**config.mk**
```make
export PLATFORM = sky130hd
export DESIGN_NAME = kmau_dist
export DESIGN_NICKNAME = d
export VERILOG_FILES = /design/src/rtl/kmau_pkg.sv /design/src/rtl/kmau_dist.sv
export SDC_FILE = /design/constraint.sdc
export NUM_CORES = 2
export LEC_CHECK = 0
export BUFFER_PORTS_ARGS = -buffer_cell sky130_fd_sc_hd__buf_4
export CORE_MARGIN = 2
export CORE_UTILIZATION = 65
export CTS_CLUSTER_SIZE = 12
export DETAILED_ROUTE_END_ITERATION = 6
export PLACE_DENSITY_LB_ADDON = 0.25
export SLEW_MARGIN = 20
export SYNTH_ARGS = -nofsm -noshare
export SYNTH_HDL_FRONTEND = slang
export SYNTH_SLANG_ARGS = --single-unit
export TNS_END_PERCENT = 1
```
**constraint.sdc**
```tcl
create_clock -name clk_i -period 26.4 [get_ports clk_i]
set_input_delay 3.96 -clock clk_i [delete_from_list [all_inputs] [get_ports clk_i]]
set_output_delay 3.96 -clock clk_i [all_outputs]
set_load 0.01 [all_outputs]
```
**src/rtl/kmau_pkg.sv**
```systemverilog
// kmau_pkg: types and constants shared by the k-means assign/update block
// no dependencies
package kmau_pkg;

  localparam int DIMS = 4;
  localparam int SUM_BITS = 32;
  localparam int CFG_BITS = 5;
  localparam int TYPE_BITS = 2;
  localparam int IDX_BITS = 4;
  localparam int FIELD_BITS = 16;

  localparam logic [TYPE_BITS-1:0] REQ_LOAD   = 2'd0;
  localparam logic [TYPE_BITS-1:0] REQ_ASSIGN = 2'd1;
  localparam logic [TYPE_BITS-1:0] REQ_UPDATE = 2'd2;

  typedef struct packed {
    logic [TYPE_BITS-1:0]  req_type;
    logic [IDX_BITS-1:0]   centroid_index;
    logic signed [FIELD_BITS-1:0] coord_a;
    logic signed [FIELD_BITS-1:0] coord_b;
    logic signed [FIELD_BITS-1:0] coord_c;
    logic signed [FIELD_BITS-1:0] coord_d;
  } req_t;

  typedef struct packed {
    logic [IDX_BITS-1:0]  nearest_cluster;
    logic                 converged;
    logic [TYPE_BITS-1:0] answered_type;
  } rsp_t;

  // divider handshake
  typedef struct packed {
    logic start;
    logic neg;
  } div_ctl_t;

endpackage

```
**src/rtl/kmau_dist.sv**
```systemverilog
// kmau_dist: two-stage squared distance of a point to one centroid
// depends on kmau_pkg
module kmau_dist import kmau_pkg::*; #(
  parameter int CoordBits = 16
) (
  input  logic                         clk_i,
  input  logic [DIMS*CoordBits-1:0]    pt_i,
  input  logic [DIMS*CoordBits-1:0]    cen_i,
  output logic [2*CoordBits+2:0]       dist_o
);

  localparam int DiffBits = CoordBits + 1;
  localparam int SqBits = 2 * CoordBits;

  logic [DIMS-1:0][SqBits:0] sq_q;

  // stage 1: per-dimension squares
  always_ff @(posedge clk_i) begin
    for (int d = 0; d < DIMS; d++) begin
      logic signed [DiffBits-1:0] df;
      logic signed [2*DiffBits-1:0] pr;
      df = DiffBits'($signed(pt_i[d*CoordBits +: CoordBits]))
         - DiffBits'($signed(cen_i[d*CoordBits +: CoordBits]));
      pr = df * df;
      sq_q[d] <= pr[SqBits:0];
    end
  end

  // stage 2: sum
  assign dist_o = (SqBits+3)'(sq_q[0]) + (SqBits+3)'(sq_q[1])
                + (SqBits+3)'(sq_q[2]) + (SqBits+3)'(sq_q[3]);

endmodule

```
**Word-level counts from Yosys, hierarchy flattened**

Cells that the tools add are included.

- Word-level logic and storage cells: 15
- Input port bits: 129
- Output and inout bits: 35
- Register bits after elaboration: 132

- $mul: 4
- Add/subtract/negate cells: 7

Operators with widths:

| cell | number |
|---|---|
| multiplier 17 x 17 -> 33 bit | 4 |
| subtractor 16 x 16 -> 17 bit | 4 |
| adder 34 x 33 -> 35 bit | 1 |
| adder 35 x 33 -> 35 bit | 1 |
| adder 33 x 33 -> 34 bit | 1 |

**Depth between registers and ports, before layout**

- Word-level depth: 3
- Gate-level depth with buffers: 37
- Depth with buffers taken out: 36

**Worst setup path before layout**

No wires, ideal clock.

- Path kind: input-to-reg
- Start point: input pt_i[0]
- End point: register sq_q[32] in the netlist's numbering
- Cell stages on the path: 36
- Path buffers: 1
- Setup time: 0.139 ns
- Arrival: 11.484 ns
- Slack: 14.778 ns
- Required time: 26.261 ns
- Cells stage by stage: inv_1 ha_1 fa_1 nor2b_1 o21ai_1 a21boi_1 o21ai_1 a211oi_1 nor2_1 o21bai_1 a21oi_1 xnor2_1 inv_1 clkbuf_1 nor2_1 fa_1 fa_1 inv_1 fa_1 inv_1 fa_1 fa_1 inv_1 fa_1 inv_1 ha_1 a21o_1 a21o_1 a21o_1 a211oi_1 o21ai_1 and3_1 a211oi_1 a21oi_1 nor4b_1 a311oi_1

- Cells in the longest elaborated chain, start to end: 2

Ends and longest elaborated chain:

| element | RTL line | source |
|---|---|---|
| from (decl) | kmau_dist.sv:7 | `input logic [DIMS*CoordBits-1:0] pt_i,` |
| subtractor 16 x 16 -> 17 bit | kmau_dist.sv:23 | `- DiffBits'($signed(cen_i[d*CoordBits +: CoordBits]));` |
| multiplier 17 x 17 -> 33 bit | kmau_dist.sv:24 | `pr = df * df;` |
| to (signal, indexed assignment) | kmau_dist.sv:25 | `sq_q[d] <= pr[SqBits:0];` |
| to (decl) | kmau_dist.sv:15 | `logic [DIMS-1:0][SqBits:0] sq_q;` |

No other way between the ends.

**Final worst setup path**

- Start point: input pt_i[33]
- End point: register sq_q[95] in the netlist's numbering

The elaborated chain is that of the path after synthesis.

==> run_summary.xml <==
<?xml version="1.0" encoding="UTF-8"?>
<metrics>
  <group name="cts">
    <metric name="cts_resized" unit="">0</metric>
    <metric name="post_cts_buffers" unit="">0</metric>
    <metric name="ctsHoldBuffers" unit="">0</metric>
    <metric name="clock_sinks" unit="">128</metric>
    <metric name="ctsHtreeMaxLevel" unit="">4</metric>
    <metric name="clkSlewWorstSetupHoldPaths" unit="ns">0.06</metric>
    <metric name="ctsRootBufferMaster" unit="">clkbuf_16</metric>
    <metric name="clock_path_buffers" unit="">2</metric>
    <metric name="total_cts_buffers" unit="">17</metric>
    <metric name="cts_tree" unit="">done</metric>
  </group>
  <group name="placement">
    <metric name="dp.final_hpwl" unit="um">88800</metric>
    <metric name="routabilityCongestion" unit="">0.959</metric>
    <metric name="io_buffer_count" unit="">163</metric>
  </group>
  <group name="finish">
    <metric name="largest_register_ff_count" unit="">128</metric>
    <metric name="fin_nets" unit="">6975</metric>
    <metric name="mostFrequentLayoutCell" unit="">inv_1</metric>
    <metric name="num_antenna_cells" unit="">0</metric>
    <metric name="final_cell_mix" unit="">1502 x inv_1, 1093 x fa_1, 464 x nor2_1</metric>
    <metric name="drive_above_1_share" unit="%">6.15</metric>
    <metric name="largestRegisters" unit="">sq_q (128)</metric>
    <metric name="area_growth_from_synthesis_to_layout" unit="%">6.44</metric>
    <metric name="largest-register" unit="">sq_q</metric>
  </group>
  <group name="critical_path">
    <metric name="critical_path.endpoint_type" unit="">flip-flop</metric>
    <metric name="cp_max_delay_cell" unit="">xor2_1</metric>
    <metric name="cell_occurring_most_often_along_the_worst_timing_path" unit="">fa_1</metric>
    <metric name="cp_data_arrival_time" unit="ns">12.58</metric>
    <metric name="critical_path_peak_fanout" unit="">13</metric>
    <metric name="critical_path.max_stage_delay" unit="ns">0.65</metric>
    <metric name="cpLargestDelayFamily" unit="">adder cells</metric>
    <metric name="critical_path.startpoint_type" unit="">input pin</metric>
    <metric name="crit_type" unit="">input pin to flip-flop</metric>
    <metric name="data_required_time_of_the_worst_path" unit="ns">26.77</metric>
    <metric name="worstPathBufferInverterCount" unit="">6</metric>
  </group>
  <group name="logic_synthesis">
    <metric name="total_of_flip_flops_plus_latches_after_synthesis" unit="">128</metric>
    <metric name="synth_compound_gate_area_share" unit="%">7.60</metric>
    <metric name="async_flop_share" unit="%">0</metric>
    <metric name="yosysSeqAreaShare" unit="%">5.49</metric>
    <metric name="synth_top_family_by_area" unit="">adder cells</metric>
    <metric name="synth-xor-area-share" unit="%">4.92</metric>
    <metric name="yosys.cell_types.count" unit="">83</metric>
    <metric name="yosys_most_used_dff" unit="">dfxtp_1</metric>
    <metric name="post_synth_instance_area" unit="um2">46700</metric>
    <metric name="synth.area.mux_share" unit="%">0.142</metric>
    <metric name="syn_avg_cell_area" unit="um2">9.00</metric>
    <metric name="post_synth_fa_ha_maj_area_fraction" unit="%">58.8</metric>
    <metric name="number_of_flops_mapped_to_enable_cells_by_yosys" unit="">0</metric>
    <metric name="ys.warnings.count" unit="">0</metric>
    <metric name="synthSimpleGateAreaFrac" unit="%">9.71</metric>
    <metric name="post_synth_inst_count" unit="">5181</metric>
  </group>
  <group name="die">
    <metric name="die_width" unit="um">272</metric>
    <metric name="fp_rows" unit="">98</metric>
    <metric name="pin_count" unit="">164</metric>
    <metric name="floorplan.die_area" unit="um2">73900</metric>
    <metric name="dieHeight" unit="um">272</metric>
    <metric name="floorplan.initialDensity" unit="%">65.5</metric>
    <metric name="core_region_area" unit="um2">71200</metric>
  </group>
  <group name="sta">
    <metric name="tns" unit="ns">0</metric>
    <metric name="timing.final.setup_violations" unit="">0</metric>
    <metric name="timing_max_transition_violations_final" unit="">0</metric>
    <metric name="tightest_pin_transition" unit="ns">1.07</metric>
    <metric name="achievable_clock_frequency" unit="MHz">81.9</metric>
    <metric name="rsz0062_at_grt" unit="">no</metric>
    <metric name="fin_crit_period" unit="ns">12.21</metric>
    <metric name="finalHoldViolCount" unit="">0</metric>
    <metric name="finalCritPeriodShare" unit="%">46.3</metric>
    <metric name="relSlewSlack" unit="%">28.1</metric>
  </group>
  <group name="grt">
    <metric name="grt_antenna_before_repair" unit="">0</metric>
    <metric name="maximum_number_of_pins_on_one_net_before_global_route_repair" unit="">23</metric>
    <metric name="global_route.usage.total" unit="%">30.0</metric>
    <metric name="global_route.overflow_total" unit="">0</metric>
    <metric name="grt_pass1_wl" unit="um">176000</metric>
    <metric name="grt_pass1_vias" unit="">37086</metric>
  </group>
  <group name="job">
    <metric name="maxCapViolations" unit="">0</metric>
  </group>
  <group name="detailed_routing">
    <metric name="initialDrtViolationCount" unit="">1877</metric>
    <metric name="dr.pass1.iters" unit="">5</metric>
    <metric name="detail-route-antenna-nets" unit="">0</metric>
    <metric name="avgViaCountPerCell" unit="">5.41</metric>
    <metric name="postRouteWirelength" unit="um">104000</metric>
    <metric name="num_vias" unit="">33896</metric>
    <metric name="detail_route.drc_violations" unit="">0</metric>
    <metric name="routed_wire_length_per_instance" unit="um">16.5</metric>
  </group>
  <group name="run_status">
    <metric name="outcome" unit="">completed</metric>
  </group>
  <group name="worst_hold_path">
    <metric name="hold_path.class" unit="">input pin to flip-flop</metric>
  </group>
</metrics>
synth_stat cells, types with 4 or more instances:
cell type	instances	area share [%]
a211o_1	7	0.13
a211oi_1	12	0.19
a21boi_1	8	0.13
a21o_1	102	1.6
a21oi_1	157	1.7
a221o_1	4	0.086
a31o_2	5	0.094
a31oi_1	16	0.21
and2_1	7	0.094
and3_1	22	0.30
and4_1	6	0.11
buf_2	11	0.12
clkbuf_1	96	0.77
dfxtp_1	128	5.5
fa_1	1093	47
ha_1	445	12
inv_1	1502	12
inv_2	31	0.25
mux2_2	5	0.12
nand2_1	391	3.1
nand2b_1	28	0.38
nand3_1	34	0.36
nand3b_1	4	0.064
nand4_1	14	0.19
nor2_1	464	3.7
nor2b_1	38	0.51
nor3_1	26	0.28
nor3b_1	4	0.064
o211ai_1	9	0.14
o21a_1	23	0.37
o21ai_0	51	0.55
o21ai_1	41	0.44
o21bai_1	30	0.48
o31ai_1	11	0.18
or2_2	12	0.16
or3_1	13	0.17
xnor2_1	180	3.4
xor2_1	80	1.5
cells by family (layout without fill, tap and decap cells):
group | count (synthesis) | in the layout
mux | 6 | 6
compound gates | 529 | 529
simple gates | 1071 | 1071
fa+ha+maj | 1538 | 1538
flops | 128 | 128
xor+xnor | 261 | 261
buf+inv | 1647 | 1786
other cells | 1 | 2
per-stage QoR:
stage                     hold WS (ns)  cell area [um2]  utilization, %  instances  worst slack, ns
after detailed placement          4.64            49100            68.9       6239            13.83
final                             4.20            49700            69.7       6271            14.19
after global placement            4.62            49100            68.9       6239            14.00
after CTS                         4.18            49700            69.7       6271            14.23
after floorplan                   4.40            46700               -       5182            14.78
after global routing              4.20            49700            69.7       6271            13.63
cell type report:
type	count	area, um2
Multi-Input combinational cell	3407	37900
Fill cell	5666	21600
Inverter	1536	5770
Sequential cell	128	2560
Timing Repair Buffer	218	1640
Tap cell	950	1190
Clock buffer	19	433
Clock inverter	13	154
worst paths after layout:
check,startpoint,endpoint,slack (ns),cells after the start
max,pt_i[33],sq_q[95],14.19,34
min,cen_i[49],sq_q[101],4.20,4
metal layers:
metal | part of all wire (%) | wire, um | up-vias | GRT usage [%]
met2 | 51 | 53100 | 1054 | 52.6
met4 | 3.4 | 3470 | 0 | 9.46
met5 | 0 | 0 | - | 0
met3 | 7.0 | 7230 | 275 | 5.23
met1 | 38 | 39800 | 17058 | 37.9
li1 | - | - | 15509 | -
Power is left out: the tool's default activity adds up to more than one toggle a clock period on the data nets, which glitch-free logic cannot reach.
