==> src/rtl/kmau_pkg.sv <==
// kmau_pkg: types and constants shared by the k-means assign/update block
// no dependencies
package kmau_pkg;

  localparam int DIMS = 4;
  localparam int SUM_BITS = 32;
  localparam int CFG_BITS = 5;
  localparam int TYPE_BITS = 2;
  localparam int IDX_BITS = 4;
  localparam int FIELD_BITS = 16;

  localparam logic [TYPE_BITS-1:0] REQ_LOAD   = 2'd0;
  localparam logic [TYPE_BITS-1:0] REQ_ASSIGN = 2'd1;
  localparam logic [TYPE_BITS-1:0] REQ_UPDATE = 2'd2;

  typedef struct packed {
    logic [TYPE_BITS-1:0]  req_type;
    logic [IDX_BITS-1:0]   centroid_index;
    logic signed [FIELD_BITS-1:0] coord_a;
    logic signed [FIELD_BITS-1:0] coord_b;
    logic signed [FIELD_BITS-1:0] coord_c;
    logic signed [FIELD_BITS-1:0] coord_d;
  } req_t;

  typedef struct packed {
    logic [IDX_BITS-1:0]  nearest_cluster;
    logic                 converged;
    logic [TYPE_BITS-1:0] answered_type;
  } rsp_t;

  // divider handshake
  typedef struct packed {
    logic start;
    logic neg;
  } div_ctl_t;

endpackage

==> src/rtl/kmau_div.sv <==
// kmau_div: restoring divider, one quotient bit per cycle, truncating
// depends on kmau_pkg
module kmau_div import kmau_pkg::*; #(
  parameter int CntBits = 16
) (
  input  logic                clk_i,
  input  logic                rst_ni,
  input  div_ctl_t            ctl_i,
  input  logic [SUM_BITS-1:0] mag_i,
  input  logic [CntBits-1:0]  den_i,
  output logic                done_o,
  output logic [SUM_BITS-1:0] quot_o
);

  localparam int StepBits = $clog2(SUM_BITS + 1);

  logic [SUM_BITS-1:0] num_q, num_d;
  logic [CntBits:0]    rem_q, rem_d;
  logic [CntBits-1:0]  den_q;
  logic [StepBits-1:0] step_q, step_d;
  logic                busy_q, busy_d, neg_q;
  logic                done_q;
  logic [CntBits:0]    trial;

  assign trial = {rem_q[CntBits-1:0], num_q[SUM_BITS-1]};

  // one shift and subtract each cycle
  always_comb begin
    num_d  = num_q;
    rem_d  = rem_q;
    step_d = step_q;
    busy_d = busy_q;
    if (ctl_i.start) begin
      num_d  = mag_i;
      rem_d  = '0;
      step_d = StepBits'(SUM_BITS);
      busy_d = 1'b1;
    end else if (busy_q) begin
      if (trial >= {1'b0, den_q}) begin
        rem_d = trial - {1'b0, den_q};
        num_d = {num_q[SUM_BITS-2:0], 1'b1};
      end else begin
        rem_d = trial;
        num_d = {num_q[SUM_BITS-2:0], 1'b0};
      end
      step_d = step_q - 1'b1;
      if (step_q == StepBits'(1)) busy_d = 1'b0;
    end
  end

  // done is raised once the last quotient bit is in num_q
  always_ff @(posedge clk_i or negedge rst_ni) begin
    if (!rst_ni) begin
      busy_q <= 1'b0;
      step_q <= '0;
      done_q <= 1'b0;
    end else begin
      busy_q <= busy_d;
      step_q <= step_d;
      done_q <= busy_q && !busy_d;
    end
  end

  always_ff @(posedge clk_i) begin
    num_q <= num_d;
    rem_q <= rem_d;
    if (ctl_i.start) begin
      den_q <= den_i;
      neg_q <= ctl_i.neg;
    end
  end

  assign done_o = done_q;
  assign quot_o = neg_q ? (~num_q + 1'b1) : num_q;

endmodule

==> config.mk <==
export PLATFORM = sky130hd
export DESIGN_NAME = kmau_div
export DESIGN_NICKNAME = d
export VERILOG_FILES = /design/src/rtl/kmau_pkg.sv /design/src/rtl/kmau_div.sv
export SDC_FILE = /design/constraint.sdc
export NUM_CORES = 1
export LEC_CHECK = 0
export BUFFER_PORTS_ARGS = -buffer_cell sky130_fd_sc_hd__buf_2
export CAP_MARGIN = 20
export CORE_ASPECT_RATIO = 0.5
export CORE_MARGIN = 2
export CORE_UTILIZATION = 51
export DETAILED_ROUTE_END_ITERATION = 6
export GPL_TIMING_DRIVEN = 0
export PLACE_DENSITY = 0.79
export REMOVE_ABC_BUFFERS = 1
export SKIP_LAST_GASP = 1
export SYNTH_ARGS = -nofsm -noshare
export SYNTH_HDL_FRONTEND = slang
export SYNTH_SLANG_ARGS = --single-unit
==> constraint.sdc <==
create_clock -name clk_i -period 2.25 [get_ports clk_i]
set_clock_uncertainty 0.05 [all_clocks]
set_input_delay 0.3375 -clock clk_i [delete_from_list [all_inputs] [get_ports clk_i]]
set_output_delay 0.3375 -clock clk_i [all_outputs]
set_load 0.02 [all_outputs]
**Yosys cells after proc, flatten, opt, wreduce, memory -nomap -nowiden**

Cells that the tools add are included.

- Flip-flop bits (word level): 73
- Bits of input ports: 52
- Output and inout port bits: 33
- Logic and storage cells: 26

- Add/subtract/negate cells: 3
- $lt $le $gt $ge: 1
- Eq/ne operators: 1
- Mux-type cells: 10
- Bitwise gates (word level): 1
- Reductions and logical operators: 3

Operator list:

| kind | number |
|---|---|
| $mux W32 | 3 |
| $add A32 B1 Y32 const B | 1 |
| $not A32 Y32 | 1 |
| $ge A17 B16 Y1 | 1 |
| $mux W16 | 1 |
| $sub A16 B16 Y16 | 1 |
| $mux W6 | 2 |
| $eq A6 B1 Y1 const B | 1 |
| $sub A6 B1 Y6 const B | 1 |
| $mux W1 | 4 |
| $reduce_bool A2 Y1 | 1 |
| $logic_and A1 B1 Y1 | 1 |
| $logic_not A1 Y1 | 1 |

**Longest topological paths before layout**

- Depth in word-level cells: 6
- Gate-level depth with buffers: 10
- Depth with buffers taken out: 10

**Worst setup path before layout**

Ideal clock, no wire load.

- Path kind: register to output
- From: register num_q[16]
- To: output quot_o[24]
- Arrival time: 2.189 ns
- Data required time: 1.862 ns
- Slack: -0.326 ns
- Stages on the path, launching flop included: 7
- Path buffers: 0
- Cell sequence: edfxtp_1 or4_4 or3_1 and4bb_4 nand2_2 o41ai_2 xnor2_1

- Cells in the longest elaborated chain, start to end: 3

Ends and longest elaborated chain:

| element | line | text |
|---|---|---|
| from (decl) | kmau_div.sv:17 | `logic [SUM_BITS-1:0] num_q, num_d;` |
| from (signal assigned) | kmau_div.sv:65 | `num_q <= num_d;` |
| $not A32 Y32 | kmau_div.sv:74 | `assign quot_o = neg_q ? (~num_q + 1'b1) : num_q;` |
| $add A32 B1 Y32 | kmau_div.sv:74 |  |
| $mux W32 | kmau_div.sv:74 |  |
| to (decl) | kmau_div.sv:12 | `output logic [SUM_BITS-1:0] quot_o` |

Every way passes these cells.

**Worst setup path in the final report**

- From: register num_q[17]
- To: output quot_o[31]

Same word-level chain as after synthesis.

==> metrics.cfg <==
[sta]
number_of_endpoints_failing_setup_at_the_final_stage = 42
achievable-frequency_mhz = 322
report.final.hold_viol_count = 0
finalMaxSlewViolations = 0
max_slew_margin_pct = 37.7
hold_ws_ns = 0.124
rsz0062_at_grt = yes
final.period_utilization_pct = 138
fin_ws_ns = -0.855
tightestPinTransition_ns = 0.934
finalCriticalPeriod_ns = 3.10

[yosys]
synth.lib_cells_used.distinct = 65
post_synthesis_sequential_area_ratio_pct = 42.9
postSynthAreaPerCell_um2 = 10.2
number_of_warnings_reported_in_the_yosys_synthesis_log = 0
dominantRegCellSynth = sky130_fd_sc_hd__edfxtp_1
postSynthCellCount = 454
ys_ff_latch = 73
post_synth_edffs = 49
syn-cell-area_um2 = 4650
asyncSetResetFlopFracSynth_pct = 11.0

[worst_setup_path]
timing.critical_path.slowest_cell_delay_ns = 0.55
kind_of_capture_point_of_the_worst_setup_path = primary output
worstSetupStartpointType = flip-flop
crit_buf_inv = 1
critPathArrivalTime_ns = 2.72
critPathRequiredTime_ns = 1.86
worst_path_dominant_cell_family = simple AND/OR/NAND/NOR gates
path_class = reg2out
cp_max_fo = 6
crit_path_start = num_q[17]
timing.critical_path.cells = or4_4, or3_4, and4bb_4, nand2_4, o41ai_4, xnor2_1, buf_4
timing.critical_path.slowest_stage_cell = sky130_fd_sc_hd__or4_4
timing.rr.start = num_q[31]

[detailed_routing]
antenna_violating_nets_remaining = 0
drc_viols = 0
wirelength_mm = 13.4
vias = 4265
detail_route.vias_per_cell = 6.16
routedWlPerCell_um = 19.3
detail_route.first_pass.iterations = 6
drt_iter0_markers = 360

[die]
design.die.area_um2 = 9940
core-area_um2 = 8770
floorplan.initialDensity_pct = 53.0
placementRows = 24
die_y_um = 71.5
floorplan.io_pins = 85
floorplan.die.width_um = 139

[cts]
clock_tree.buffer_depth = 2
tritoncts = done
clk_root_buffer_cell = sky130_fd_sc_hd__clkbuf_16
worst_skew_pair.late_latency_ns = 0.33
clk_pin_slew_ns = 0.06
cts_inserted_buffers = 9
cts.sinks = 73
htreeDepth = 3

[placed_design]
placement.cell_area_um2 = 5130
place_congestion = 0.858
numPlacedInstances = 633
hpwlAfterDp_mm = 7.09
buffer_ports.inserted = 84

[power]
power_mw = 6.87
power_density_nw_per_um2 = 1070
irDropWorstVdd_uv = 702
power.static_leakage_nw = 2.57

[finish]
most_common_cell_after_layout_fill_and_taps_aside = sky130_fd_sc_hd__buf_2
area_growth_syn_to_layout_pct = 38.1
layout.cells.most_common_list = 66 x sky130_fd_sc_hd__buf_2, 51 x sky130_fd_sc_hd__buf_4, 49 x sky130_fd_sc_hd__edfxtp_1
final_layout_size_suffix_gt1_share_pct = 46.3
antenna-diode-count = 0
final_nets = 642
final_area_um2 = 6410
finalNonFillerCells = 692
fin_util_pct = 73.2

[global_routing]
grt_pass1_wl_mm = 19.3
maximum_number_of_pins_on_one_net_before_global_route_repair = 79
grt_remaining_overflow = 0
number_of_antenna_violations_at_the_first_check_in_global_routing = 0
global_route.usage.total_pct = 24.3
number_of_global_route_vias_before_repair = 3948

[outcome]
violations_in_the_final_reports = negative setup slack
result_of_the_run = complete, but fails checks

[worst_hold_path]
beginning_of_the_worst_hold_path = den_i[3]
min_path_type = in2reg

[job]
cap_viol_max_count = 0

[through the flow]
| step | TNS [ns] | setup slack, ns |
|---|---|---|
| after floorplan | -6.82 | -0.385 |
| after global placement | -45.66 | -1.26 |
| after detailed placement | -24.65 | -0.867 |
| after CTS | -17.28 | -0.848 |
| after global routing | -20.99 | -0.985 |
| final | -16.82 | -0.855 |
[logic make-up (layout without fill, tap and decap cells)]
| kind of cell | count (synthesis) | after routing | synth area share (%) |
|---|---|---|---|
| AND/OR/NAND/NOR | 128 | 128 | 14.4 |
| AO/OA/AOI/OAI | 108 | 108 | 17.3 |
| flip-flops | 73 | 73 | 42.9 |
| buffers and inverters | 52 | 173 | 4.39 |
| XOR/XNOR | 41 | 41 | 7.73 |
| multiplexers | 32 | 32 | 7.73 |
| adder cells (fa/ha/maj) | 20 | 20 | 5.55 |
[synthesized netlist by cell type, types with 5 or more instances]
cell type,n,area share [%]
sky130_fd_sc_hd__nand2b_1,5,0.67
sky130_fd_sc_hd__nand3_1,21,2.3
sky130_fd_sc_hd__ha_1,19,5.1
sky130_fd_sc_hd__nor2_1,31,2.5
sky130_fd_sc_hd__o21ai_0,24,2.6
sky130_fd_sc_hd__inv_1,28,2.3
sky130_fd_sc_hd__nor3_1,7,0.75
sky130_fd_sc_hd__o22ai_1,5,0.67
sky130_fd_sc_hd__mux2_2,31,7.5
sky130_fd_sc_hd__o211ai_1,5,0.81
sky130_fd_sc_hd__a21oi_1,21,2.3
sky130_fd_sc_hd__nor4_1,8,1.1
sky130_fd_sc_hd__xnor2_1,39,7.4
sky130_fd_sc_hd__a311oi_1,11,2.1
sky130_fd_sc_hd__edfxtp_1,49,32
sky130_fd_sc_hd__dfxtp_1,16,6.9
sky130_fd_sc_hd__nand2_1,27,2.2
sky130_fd_sc_hd__o31ai_1,7,1.1
sky130_fd_sc_hd__and3_1,7,0.94
sky130_fd_sc_hd__dfrtp_1,8,4.3
sky130_fd_sc_hd__clkbuf_1,18,1.5
[worst paths after layout]
kind,endpoint,slack [ns],cells after the start
hold reg to reg,done_o,0.46,1
setup / recovery,quot_o[31],-0.85,7
hold / removal,den_q[3],0.12,1
setup reg to reg,rem_q[12],-0.22,11
min in group asynchronous,step_q[3],0.32,2
max in group asynchronous,busy_q,1.65,2
[state kept, by name (all words and copies together) (netlist names)]
name    flops
busy_q      1
step_q      6
num_q      32
done_o      1
den_q      16
rem_q      16
neg_q       1
[timing repair]
action                                 in CTS  in global routing
buffers inserted                           26                 16
pin swaps                                  31                 35
cloned                                      1                  0
hold buffers                                1                  0
endpoints found under the hold margin       8                  0
setup endpoints to repair                  84                 49
gates resized for setup                    71                 72
[worst register-to-register path: cells and delay by family (launching register included)]
family | cells | cell delay [ns]
AO/OA/AOI/OAI | 5 | 1.11
buffers and inverters | 4 | 0.53
flip-flops | 1 | 0.38
adder cells (fa/ha/maj) | 1 | 0.16
AND/OR/NAND/NOR | 1 | 0.15
[metal layers]
layer | up-vias | global-route usage, % | wire length (µm)
met2 | 212 | 40.7 | 6430
met4 | 0 | 11.4 | 435
li1 | 1940 | - | -
met1 | 2068 | 30.0 | 5550
met5 | - | 0 | 0
met3 | 45 | 6.48 | 932
[power by group]
group / leakage, nW / switching [mW] / internal [mW]
sequential: 0.736 / 0.322 / 1.74
clock: 0.150 / 0.536 / 0.916
combinational: 1.68 / 1.83 / 1.53
[area by class of cell]
class	instances	area, µm²
tap	117	146
sequential	73	2000
clock inverter	3	40.0
fill	523	2350
multi-input combinational	329	3010
clock buffer	13	260
timing repair buffer	128	848
inverter	29	114
Note: power is estimated with default switching activity, not from simulation.
